[src/sgpm_pkg.sv]
// ----------------------------------------------------------------------------
// sgpm_pkg: shared types, constants and helpers for the stereo gain/pan mixer
// Sequencer states, datapath widths, accumulator and output saturation.
// ----------------------------------------------------------------------------
package sgpm_pkg;

  localparam int MAX_SOURCES = 16;          // sources per frame before forced close
  localparam int SAMPLE_BITS = 24;          // sample / mix word width
  localparam int CNT_W       = $clog2(MAX_SOURCES);
  localparam int GAIN_W      = 16;
  localparam int PAN_W       = 16;
  localparam int WGT_W       = 16;          // pan weight, unsigned Q1.15, 0..32768
  localparam int GW_W        = 32;          // gain * weight, unsigned
  localparam int MUL_A_W     = SAMPLE_BITS + 1;
  localparam int MUL_B_W     = GW_W + 1;
  localparam int MUL_P_W     = MUL_A_W + MUL_B_W;
  localparam int PROD_W      = SAMPLE_BITS + GW_W;  // signed product, fits with margin
  localparam int PROD_SHIFT  = 27;
  localparam int TERM_W      = PROD_W - PROD_SHIFT;
  localparam int ACC_W       = 40;

  localparam logic signed [PAN_W-1:0] PAN_LIMIT = 16'sd16384;
  localparam logic [WGT_W-1:0]        UNITY_Q15 = 16'd32768;
  localparam logic signed [PROD_W-1:0] RND_HALF =
    PROD_W'(64'sd1 <<< (PROD_SHIFT - 1));
  localparam logic signed [ACC_W-1:0] ACC_MAX = {1'b0, {(ACC_W-1){1'b1}}};
  localparam logic signed [ACC_W-1:0] ACC_MIN = {1'b1, {(ACC_W-1){1'b0}}};
  localparam logic signed [ACC_W-1:0] OUT_MAX =
    ACC_W'((64'sd1 <<< (SAMPLE_BITS - 1)) - 64'sd1);
  localparam logic signed [ACC_W-1:0] OUT_MIN = ACC_W'(-(64'sd1 <<< (SAMPLE_BITS - 1)));

  typedef enum logic [2:0] {
    ST_IDLE,
    ST_GAIN_L,
    ST_GAIN_R,
    ST_PROD_L,
    ST_PROD_R,
    ST_ACC_R,
    ST_EMIT
  } state_t;

  typedef struct packed {
    logic signed [SAMPLE_BITS-1:0] value;
    logic                          clip;
  } sat_t;

  // Round product to Q6.23 (half up) and add into accumulator, saturating.
  function automatic logic signed [ACC_W-1:0] acc_add(
    input logic signed [ACC_W-1:0]  acc,
    input logic signed [PROD_W-1:0] prod
  );
    logic signed [PROD_W-1:0] rnd;
    logic signed [TERM_W-1:0] term;
    logic signed [ACC_W:0]    sum;
    rnd  = prod + RND_HALF;
    term = rnd[PROD_W-1:PROD_SHIFT];
    sum  = {acc[ACC_W-1], acc} + {{(ACC_W+1-TERM_W){term[TERM_W-1]}}, term};
    if (sum[ACC_W] != sum[ACC_W-1]) begin
      acc_add = sum[ACC_W] ? ACC_MIN : ACC_MAX;
    end else begin
      acc_add = sum[ACC_W-1:0];
    end
  endfunction

  // Clamp accumulator to sample width.
  function automatic sat_t sat_out(input logic signed [ACC_W-1:0] v);
    sat_t res;
    if (v > OUT_MAX) begin
      res.value = OUT_MAX[SAMPLE_BITS-1:0];
      res.clip  = 1'b1;
    end else if (v < OUT_MIN) begin
      res.value = OUT_MIN[SAMPLE_BITS-1:0];
      res.clip  = 1'b1;
    end else begin
      res.value = v[SAMPLE_BITS-1:0];
      res.clip  = 1'b0;
    end
    sat_out = res;
  endfunction

endpackage

[src/stereo_gain_pan_mixer.sv]
// ----------------------------------------------------------------------------
// stereo_gain_pan_mixer: stereo source mixer with linear gain and pan
// Weights each source pair by gain and pan, sums into two 40-bit
// accumulators and emits the saturated mix when a frame closes.
// ----------------------------------------------------------------------------
//
//  channel | ports                                             | dir
//  --------+---------------------------------------------------+-----
//  in      | in_valid, in_stall, in_left_sample, in_right_sample,| in
//          | in_source_gain, in_pan_amount, in_last_source     |
//  out     | out_valid, out_stall, out_mix_left, out_mix_right,| out
//          | out_clipped                                       |
//
//  An input word is accepted in idle, then runs five steps of the
//  sequencer around the single shared 25x33 multiplier (two gain*weight
//  products, two sample products, the last accumulate). A frame-closing
//  word adds an emit step, which waits while the output register is held.
//  rst_n (synchronous) clears the accumulators, source count and valids.
//  in_stall is high whenever the sequencer is busy; out_stall only holds
//  the output register and, on a close, the emit step.
//
module stereo_gain_pan_mixer (
  input  logic                                    clk,
  input  logic                                    rst_n,
  input  logic                                    in_valid,
  output logic                                    in_stall,
  input  logic signed [sgpm_pkg::SAMPLE_BITS-1:0] in_left_sample,
  input  logic signed [sgpm_pkg::SAMPLE_BITS-1:0] in_right_sample,
  input  logic        [sgpm_pkg::GAIN_W-1:0]      in_source_gain,
  input  logic signed [sgpm_pkg::PAN_W-1:0]       in_pan_amount,
  input  logic                                    in_last_source,
  output logic                                    out_valid,
  input  logic                                    out_stall,
  output logic signed [sgpm_pkg::SAMPLE_BITS-1:0] out_mix_left,
  output logic signed [sgpm_pkg::SAMPLE_BITS-1:0] out_mix_right,
  output logic                                    out_clipped
);

  // sequencer and control
  sgpm_pkg::state_t                 state_r, state_nxt;
  logic [sgpm_pkg::CNT_W-1:0]       cnt_r, cnt_nxt;
  logic                             close_r, close_nxt;

  // latched input word
  logic signed [sgpm_pkg::SAMPLE_BITS-1:0] ls_r, ls_nxt;
  logic signed [sgpm_pkg::SAMPLE_BITS-1:0] rs_r, rs_nxt;
  logic [sgpm_pkg::GAIN_W-1:0]             gain_r, gain_nxt;
  logic [sgpm_pkg::WGT_W-1:0]              wr_r, wr_nxt;   // right weight f
  logic [sgpm_pkg::WGT_W-1:0]              wl_r, wl_nxt;   // left weight 1-f

  // intermediate products
  logic [sgpm_pkg::GW_W-1:0]          gwl_r, gwl_nxt;
  logic [sgpm_pkg::GW_W-1:0]          gwr_r, gwr_nxt;
  logic signed [sgpm_pkg::PROD_W-1:0] prod_r, prod_nxt;

  // accumulators
  logic signed [sgpm_pkg::ACC_W-1:0] accl_r, accl_nxt;
  logic signed [sgpm_pkg::ACC_W-1:0] accr_r, accr_nxt;

  // output register
  logic                                    ovalid_r, ovalid_nxt;
  logic signed [sgpm_pkg::SAMPLE_BITS-1:0] omixl_r, omixl_nxt;
  logic signed [sgpm_pkg::SAMPLE_BITS-1:0] omixr_r, omixr_nxt;
  logic                                    oclip_r, oclip_nxt;

  // shared multiplier
  logic signed [sgpm_pkg::MUL_A_W-1:0] mul_a;
  logic signed [sgpm_pkg::MUL_B_W-1:0] mul_b;
  logic signed [sgpm_pkg::MUL_P_W-1:0] mul_p;

  logic                       in_acc;
  logic                       out_free;
  logic signed [sgpm_pkg::PAN_W-1:0] pan_c;
  sgpm_pkg::sat_t             sat_l, sat_r;

  assign in_stall = (state_r != sgpm_pkg::ST_IDLE);
  assign in_acc   = in_valid && !in_stall;
  assign out_free = !ovalid_r || !out_stall;

  assign out_valid     = ovalid_r;
  assign out_mix_left  = omixl_r;
  assign out_mix_right = omixr_r;
  assign out_clipped   = oclip_r;

  assign sat_l = sgpm_pkg::sat_out(accl_r);
  assign sat_r = sgpm_pkg::sat_out(accr_r);

  // pan clamp to full left / full right
  always_comb begin
    priority if (in_pan_amount > sgpm_pkg::PAN_LIMIT) begin
      pan_c = sgpm_pkg::PAN_LIMIT;
    end else if (in_pan_amount < -sgpm_pkg::PAN_LIMIT) begin
      pan_c = -sgpm_pkg::PAN_LIMIT;
    end else begin
      pan_c = in_pan_amount;
    end
  end

  // operand select for the shared multiplier
  always_comb begin
    unique case (state_r)
      sgpm_pkg::ST_GAIN_L: begin
        mul_a = sgpm_pkg::MUL_A_W'(gain_r);
        mul_b = sgpm_pkg::MUL_B_W'(wl_r);
      end
      sgpm_pkg::ST_GAIN_R: begin
        mul_a = sgpm_pkg::MUL_A_W'(gain_r);
        mul_b = sgpm_pkg::MUL_B_W'(wr_r);
      end
      sgpm_pkg::ST_PROD_L: begin
        mul_a = {ls_r[sgpm_pkg::SAMPLE_BITS-1], ls_r};
        mul_b = {1'b0, gwl_r};
      end
      sgpm_pkg::ST_PROD_R: begin
        mul_a = {rs_r[sgpm_pkg::SAMPLE_BITS-1], rs_r};
        mul_b = {1'b0, gwr_r};
      end
      default: begin
        mul_a = '0;
        mul_b = '0;
      end
    endcase
  end

  assign mul_p = mul_a * mul_b;

  // next state and datapath
  always_comb begin
    state_nxt  = state_r;
    cnt_nxt    = cnt_r;
    close_nxt  = close_r;
    ls_nxt     = ls_r;
    rs_nxt     = rs_r;
    gain_nxt   = gain_r;
    wr_nxt     = wr_r;
    wl_nxt     = wl_r;
    gwl_nxt    = gwl_r;
    gwr_nxt    = gwr_r;
    prod_nxt   = prod_r;
    accl_nxt   = accl_r;
    accr_nxt   = accr_r;
    ovalid_nxt = ovalid_r && out_stall;
    omixl_nxt  = omixl_r;
    omixr_nxt  = omixr_r;
    oclip_nxt  = oclip_r;

    unique case (state_r)
      sgpm_pkg::ST_IDLE: begin
        if (in_acc) begin
          ls_nxt    = in_left_sample;
          rs_nxt    = in_right_sample;
          gain_nxt  = in_source_gain;
          wr_nxt    = sgpm_pkg::WGT_W'(pan_c + sgpm_pkg::PAN_LIMIT);
          wl_nxt    = sgpm_pkg::UNITY_Q15 - sgpm_pkg::WGT_W'(pan_c + sgpm_pkg::PAN_LIMIT);
          // frame closes on the mark or on the last allowed source
          close_nxt = in_last_source ||
                      (cnt_r == sgpm_pkg::CNT_W'(sgpm_pkg::MAX_SOURCES - 1));
          cnt_nxt   = close_nxt ? '0 : cnt_r + 1'b1;
          state_nxt = sgpm_pkg::ST_GAIN_L;
        end
      end
      sgpm_pkg::ST_GAIN_L: begin
        prod_nxt  = mul_p[sgpm_pkg::PROD_W-1:0];
        state_nxt = sgpm_pkg::ST_GAIN_R;
      end
      sgpm_pkg::ST_GAIN_R: begin
        gwl_nxt   = prod_r[sgpm_pkg::GW_W-1:0];
        prod_nxt  = mul_p[sgpm_pkg::PROD_W-1:0];
        state_nxt = sgpm_pkg::ST_PROD_L;
      end
      sgpm_pkg::ST_PROD_L: begin
        gwr_nxt   = prod_r[sgpm_pkg::GW_W-1:0];
        prod_nxt  = mul_p[sgpm_pkg::PROD_W-1:0];
        state_nxt = sgpm_pkg::ST_PROD_R;
      end
      sgpm_pkg::ST_PROD_R: begin
        accl_nxt  = sgpm_pkg::acc_add(accl_r, prod_r);
        prod_nxt  = mul_p[sgpm_pkg::PROD_W-1:0];
        state_nxt = sgpm_pkg::ST_ACC_R;
      end
      sgpm_pkg::ST_ACC_R: begin
        accr_nxt  = sgpm_pkg::acc_add(accr_r, prod_r);
        state_nxt = close_r ? sgpm_pkg::ST_EMIT : sgpm_pkg::ST_IDLE;
      end
      sgpm_pkg::ST_EMIT: begin
        // wait until the output register can take the mix word
        if (out_free) begin
          ovalid_nxt = 1'b1;
          omixl_nxt  = sat_l.value;
          omixr_nxt  = sat_r.value;
          oclip_nxt  = sat_l.clip || sat_r.clip;
          accl_nxt   = '0;
          accr_nxt   = '0;
          state_nxt  = sgpm_pkg::ST_IDLE;
        end
      end
      default: begin
        state_nxt = sgpm_pkg::ST_IDLE;
      end
    endcase
  end

  // control and accumulator state
  always_ff @(posedge clk) begin
    if (!rst_n) begin
      state_r  <= sgpm_pkg::ST_IDLE;
      cnt_r    <= '0;
      close_r  <= 1'b0;
      accl_r   <= '0;
      accr_r   <= '0;
      ovalid_r <= 1'b0;
    end else begin
      state_r  <= state_nxt;
      cnt_r    <= cnt_nxt;
      close_r  <= close_nxt;
      accl_r   <= accl_nxt;
      accr_r   <= accr_nxt;
      ovalid_r <= ovalid_nxt;
    end
  end

  // payload registers
  always_ff @(posedge clk) begin
    ls_r    <= ls_nxt;
    rs_r    <= rs_nxt;
    gain_r  <= gain_nxt;
    wr_r    <= wr_nxt;
    wl_r    <= wl_nxt;
    gwl_r   <= gwl_nxt;
    gwr_r   <= gwr_nxt;
    prod_r  <= prod_nxt;
    omixl_r <= omixl_nxt;
    omixr_r <= omixr_nxt;
    oclip_r <= oclip_nxt;
  end

  // a new mix word only ever comes out of the emit step
  a_emit_src: assert property (@(posedge clk) disable iff (!rst_n)
    (ovalid_r && !$past(ovalid_r && out_stall)) |-> $past(state_r) == sgpm_pkg::ST_EMIT)
    else $error("mix word appeared outside emit step");

  // accumulators are cleared once a frame is emitted
  a_acc_clear: assert property (@(posedge clk) disable iff (!rst_n)
    (state_r == sgpm_pkg::ST_EMIT && out_free) |=> (accl_r == '0 && accr_r == '0))
    else $error("accumulators not cleared after emit");

  // an accepted word always starts the multiply sequence
  a_start_seq: assert property (@(posedge clk) disable iff (!rst_n)
    in_acc |=> state_r == sgpm_pkg::ST_GAIN_L)
    else $error("sequencer did not start on accepted word");

endmodule

[config.mk]
export PLATFORM = sky130hd
export DESIGN_NAME = stereo_gain_pan_mixer
export DESIGN_NICKNAME = d
export VERILOG_FILES = /design/src/sgpm_pkg.sv /design/src/stereo_gain_pan_mixer.sv
export SDC_FILE = /design/constraint.sdc
export NUM_CORES = 2
export LEC_CHECK = 0
export BUFFER_PORTS_ARGS = -buffer_cell sky130_fd_sc_hd__buf_2
export CAP_MARGIN = 15
export CORE_MARGIN = 4
export CORE_UTILIZATION = 64
export CTS_BUF_LIST = sky130_fd_sc_hd__clkbuf_8
export DETAILED_ROUTE_END_ITERATION = 10
export PLACE_DENSITY = 0.82
export SYNTH_ARGS = -nofsm -noshare
export SYNTH_HDL_FRONTEND = slang
export SYNTH_SLANG_ARGS = --single-unit
[constraint.sdc]
create_clock -name clk -period 14 [get_ports clk]
set_input_delay 2.8 -clock clk [delete_from_list [all_inputs] [get_ports clk]]
set_output_delay 2.8 -clock clk [all_outputs]
set_load 0.02 [all_outputs]
==> results.md <==
- Status: completed
- GP Congestion: 1.01
- R2R Path Start: state_r[2]
- Filler Cell Count: 5142
- Max-cap violations: 0
- Final hold vios: 0
- Core area: 67400 µm²
- Finished Layout Cells: 5695
- IO Port Bufs: 135
- Rows: 95
- Number of remaining DRC errors: 0
- Post-Route WL: 130 mm
- VDD IR max: 0.0845 mV
- Hold path depth: 0
- Crit path max-delay cell type: nor2b_1
- Syn nets: 5795
- DRT iter0 DRCs: 3801
- CP delay by family, top: adder cells
- Post-CTS sizing: 0
- Post-CTS Setup Bufs: 0
- RSZ-0062 raised after global routing: no
- Layout Utilization: 0.691
- Cell mode on critical path: fa_1
- Gr usage total: 0.366
- Post-synth top area share: 0.316
- Peak fanout along the critical path: 37
- Sink Count: 353
- Async S/R FF share, synth: 0
- Synthesized cell area: 43600 µm²
- TNS Setup: 0 ns
- R2r worst-path depth: 27
- Synth area leaders: fa_1 32%, edfxtp_1 18%, ha_1 8.5%
- PD cells: 77.5 nW/µm²
- Clk_lat worst skew: 0.74 ns
- CTS Root Cell: clkbuf_8
- Vias: 35000
- Register area share after synthesis: 0.223
- Buf/Inv on CP: 6
- Pleak: 22.2 nW
- Worst Setup Slack post-DPL: 3.56 ns
- Least-Margin Pin Slew: 1.11 ns
- Top_reg_cell synth: edfxtp_1
- WP depth: 27
- Remaining antenna violation count after routing: 0
- Final-report max-slew violation count: 0
- IO Pins: 136
- Final setup margin: 3.19 ns
- Maximum clock path buffer count: 3
- Hold/Removal Path Class: reg -> reg
- Final setup fails: 0
- CP Launch Point: state_r[2]
- CTS hold repair buffers: 0
- Slowest cell delay on critical path: 0.83 ns
- Die height: 269 µm
- Total CTS buffers: 61
- Worst path required time: 14.46 ns
- Largest area contributor in the netlist: fa_1
- Reg clk slew, reported paths: 0.07 ns
- Largest net degree at the start of global routing: 69
- Layout cells sized above 1: 0.0807
- CTS tree: yes
- Reg2reg setup slack: 3.19 ns
- Tcrit/Tclk final: 0.772
- Die ar.: 72400 µm²
- H-tree depth: 2
- Detail-routed via count per cell: 6.15
- Yosys warnings: 0
- Seq cells post-synth: 353
- Synth cell types: 93
- Initial antenna violation count: 6
- Startpoint class of the critical path: register
- DRT Pass-1 Iters: 6
- Endpoint class of the critical path: register
- GRT overflow: 0
- Setup Skew: 0.0439 ns
- First-pass GRT wire length: 201 mm
- HP Start: prod_r[0]
- Starting Density: 0.647
- Slew HR: 0.260
- Mapped Cells: 4725
- Total placed cells including tap cells: 5577
- P&R area growth vs syn: 6.74%
- HPWL after DPL: 99.2 mm
- Avg Cell Area, Syn: 9.23 µm²
- Die Width: 269 µm
- Worst Path Arrival: 11.27 ns
- EDFF count, synth: 264
- Tmin final: 10.81 ns
- Max frequency: 92.5 MHz
- Routed len/inst: 22.8 µm
- CP Class: reg -> reg
- Final Net Count: 5837
- Vias in the first global route: 36200
-- routing by layer --
layer  track usage  wire [µm]  up-vias
met5             0         24        -
met4         0.245      11100        4
met3        0.0954      15000      681
met2         0.589      59100     2183
met1         0.436      44700    17000
li1              -          -    15200
-- cells in the mapped netlist (8+ instances only) --
library cell / count
edfxtp_1: 264
o22ai_1: 21
buf_1: 15
and3_1: 19
a22o_1: 34
nand4_1: 32
mux2i_1: 17
clkbuf_1: 197
dfxtp_1: 89
a2111oi_0: 8
nor4_1: 13
ha_1: 296
o21ai_0: 128
inv_1: 789
a21o_1: 61
a22oi_1: 53
nand2_1: 696
xor2_1: 55
o211ai_1: 17
xnor2_1: 101
nor3_1: 24
o21a_1: 29
o31ai_1: 9
o22a_1: 15
nor2b_1: 25
a21oi_1: 165
a31oi_1: 9
nand2b_1: 17
fa_1: 689
and2_1: 40
a211o_1: 10
mux2_2: 19
a211oi_1: 17
nand3_1: 48
o21bai_1: 10
nor2_1: 533
o21ai_1: 34
-- layout make-up --
class	instances	area, µm²	share of cell area
flip-flops and latches	353	9710	0.209
inverters	791	2970	0.0638
clock inverters	44	429	0.00922
diodes	4	10.0	0.000215
multi-input cells	3346	30100	0.647
clock buffers	70	963	0.0207
repair buffers	214	1270	0.0273
well taps	873	1090	0.0235
-- worst reg2reg max path, cell delays in order (launching register included) --
cell and delay (ns):
dfxtp_1 0.52, nor2b_1 0.83, nand2_1 0.23, inv_2 0.57, buf_4 0.55, a22o_1 0.24, buf_4 0.31, inv_2 0.36
nor2_1 0.26, fa_1 0.47, fa_1 0.55, fa_1 0.45, fa_1 0.55, fa_1 0.46, fa_1 0.50, inv_1 0.05
fa_1 0.48, inv_1 0.04, ha_1 0.41, nand4_1 0.21, a211o_1 0.26, a31o_2 0.22, a21oi_1 0.80, a21oi_1 0.22
o31ai_1 0.54, a2111oi_0 0.21, o21bai_1 0.18, xnor2_1 0.09
-- where the power goes --
part	switching, W	internal, W
logic	0.000832	0.000389
clock network	0.000482	0.000595
registers	0.0000613	0.00125
total	0.00138	0.00223
-- final timing paths --
path,end
min,gwl_r[0]
min reg2reg,gwl_r[0]
max,prod_r[55]
max reg2reg,prod_r[55]
-- sequential cells by signal (all words and copies together) (netlist names) --
| name | cells |
|---|---|
| accl_r | 40 |
| accr_r | 40 |
| close_r | 1 |
| cnt_r | 4 |
| gain_r | 16 |
| gwl_r | 32 |
| gwr_r | 32 |
| ls_r | 24 |
| out_clipped | 1 |
| out_mix_left | 24 |
| out_mix_right | 24 |
| out_valid | 1 |
| prod_r | 56 |
| rs_r | 24 |
| state_r | 3 |
| wl_r | 15 |
| wr_r | 16 |
-- kinds of logic (layout without fill, tap and decap cells) --
kind of cell / count (synthesis) / after routing / share of synthesized area
XOR/XNOR: 157 / 157 / 0.0317
other: 0 / 4 / 0
buffers and inverters: 1026 / 1119 / 0.0908
multiplexers: 36 / 36 / 0.00881
AO/OA/AOI/OAI: 687 / 687 / 0.104
AND/OR/NAND/NOR: 1479 / 1479 / 0.141
adder cells (fa/ha/maj): 987 / 987 / 0.402
flip-flops: 353 / 353 / 0.223
-- through the flow --
| step | instance area, µm² | total power, W | hold slack [ns] |
|---|---|---|---|
| after floorplan | 43600 | 0.00209 | 0.421 |
| after global placement | 45200 | 0.00248 | 0.424 |
| after detailed placement | 45200 | 0.00251 | 0.436 |
| after CTS | 46500 | 0.00358 | 0.450 |
| after global routing | 46600 | 0.00377 | 0.465 |
| final | 46600 | 0.00361 | 0.445 |
-- cell usage in the layout (no fill, tap or decap), drive strengths merged, types with 8 or more instances in the layout --
cell type / count
nor2b: 25
clkinv: 14
nand2b: 17
mux2: 19
fa: 689
nand4: 32
nand2: 696
a2111oi: 8
nor2: 533
nand3: 48
xor2: 56
nor3: 25
a211o: 10
and2: 40
buf: 214
o211ai: 17
a21oi: 166
inv: 807
o31ai: 10
o21bai: 11
and3: 22
a22oi: 53
ha: 296
xnor2: 101
clkbuf: 70
o22a: 15
a22o: 34
edfxtp: 264
a21o: 61
a31oi: 9
o21ai: 163
nor4: 14
o21a: 29
a211oi: 19
dfxtp: 89
mux2i: 17
o22ai: 21
No activity file was read; power rests on OpenSTA's default activity.
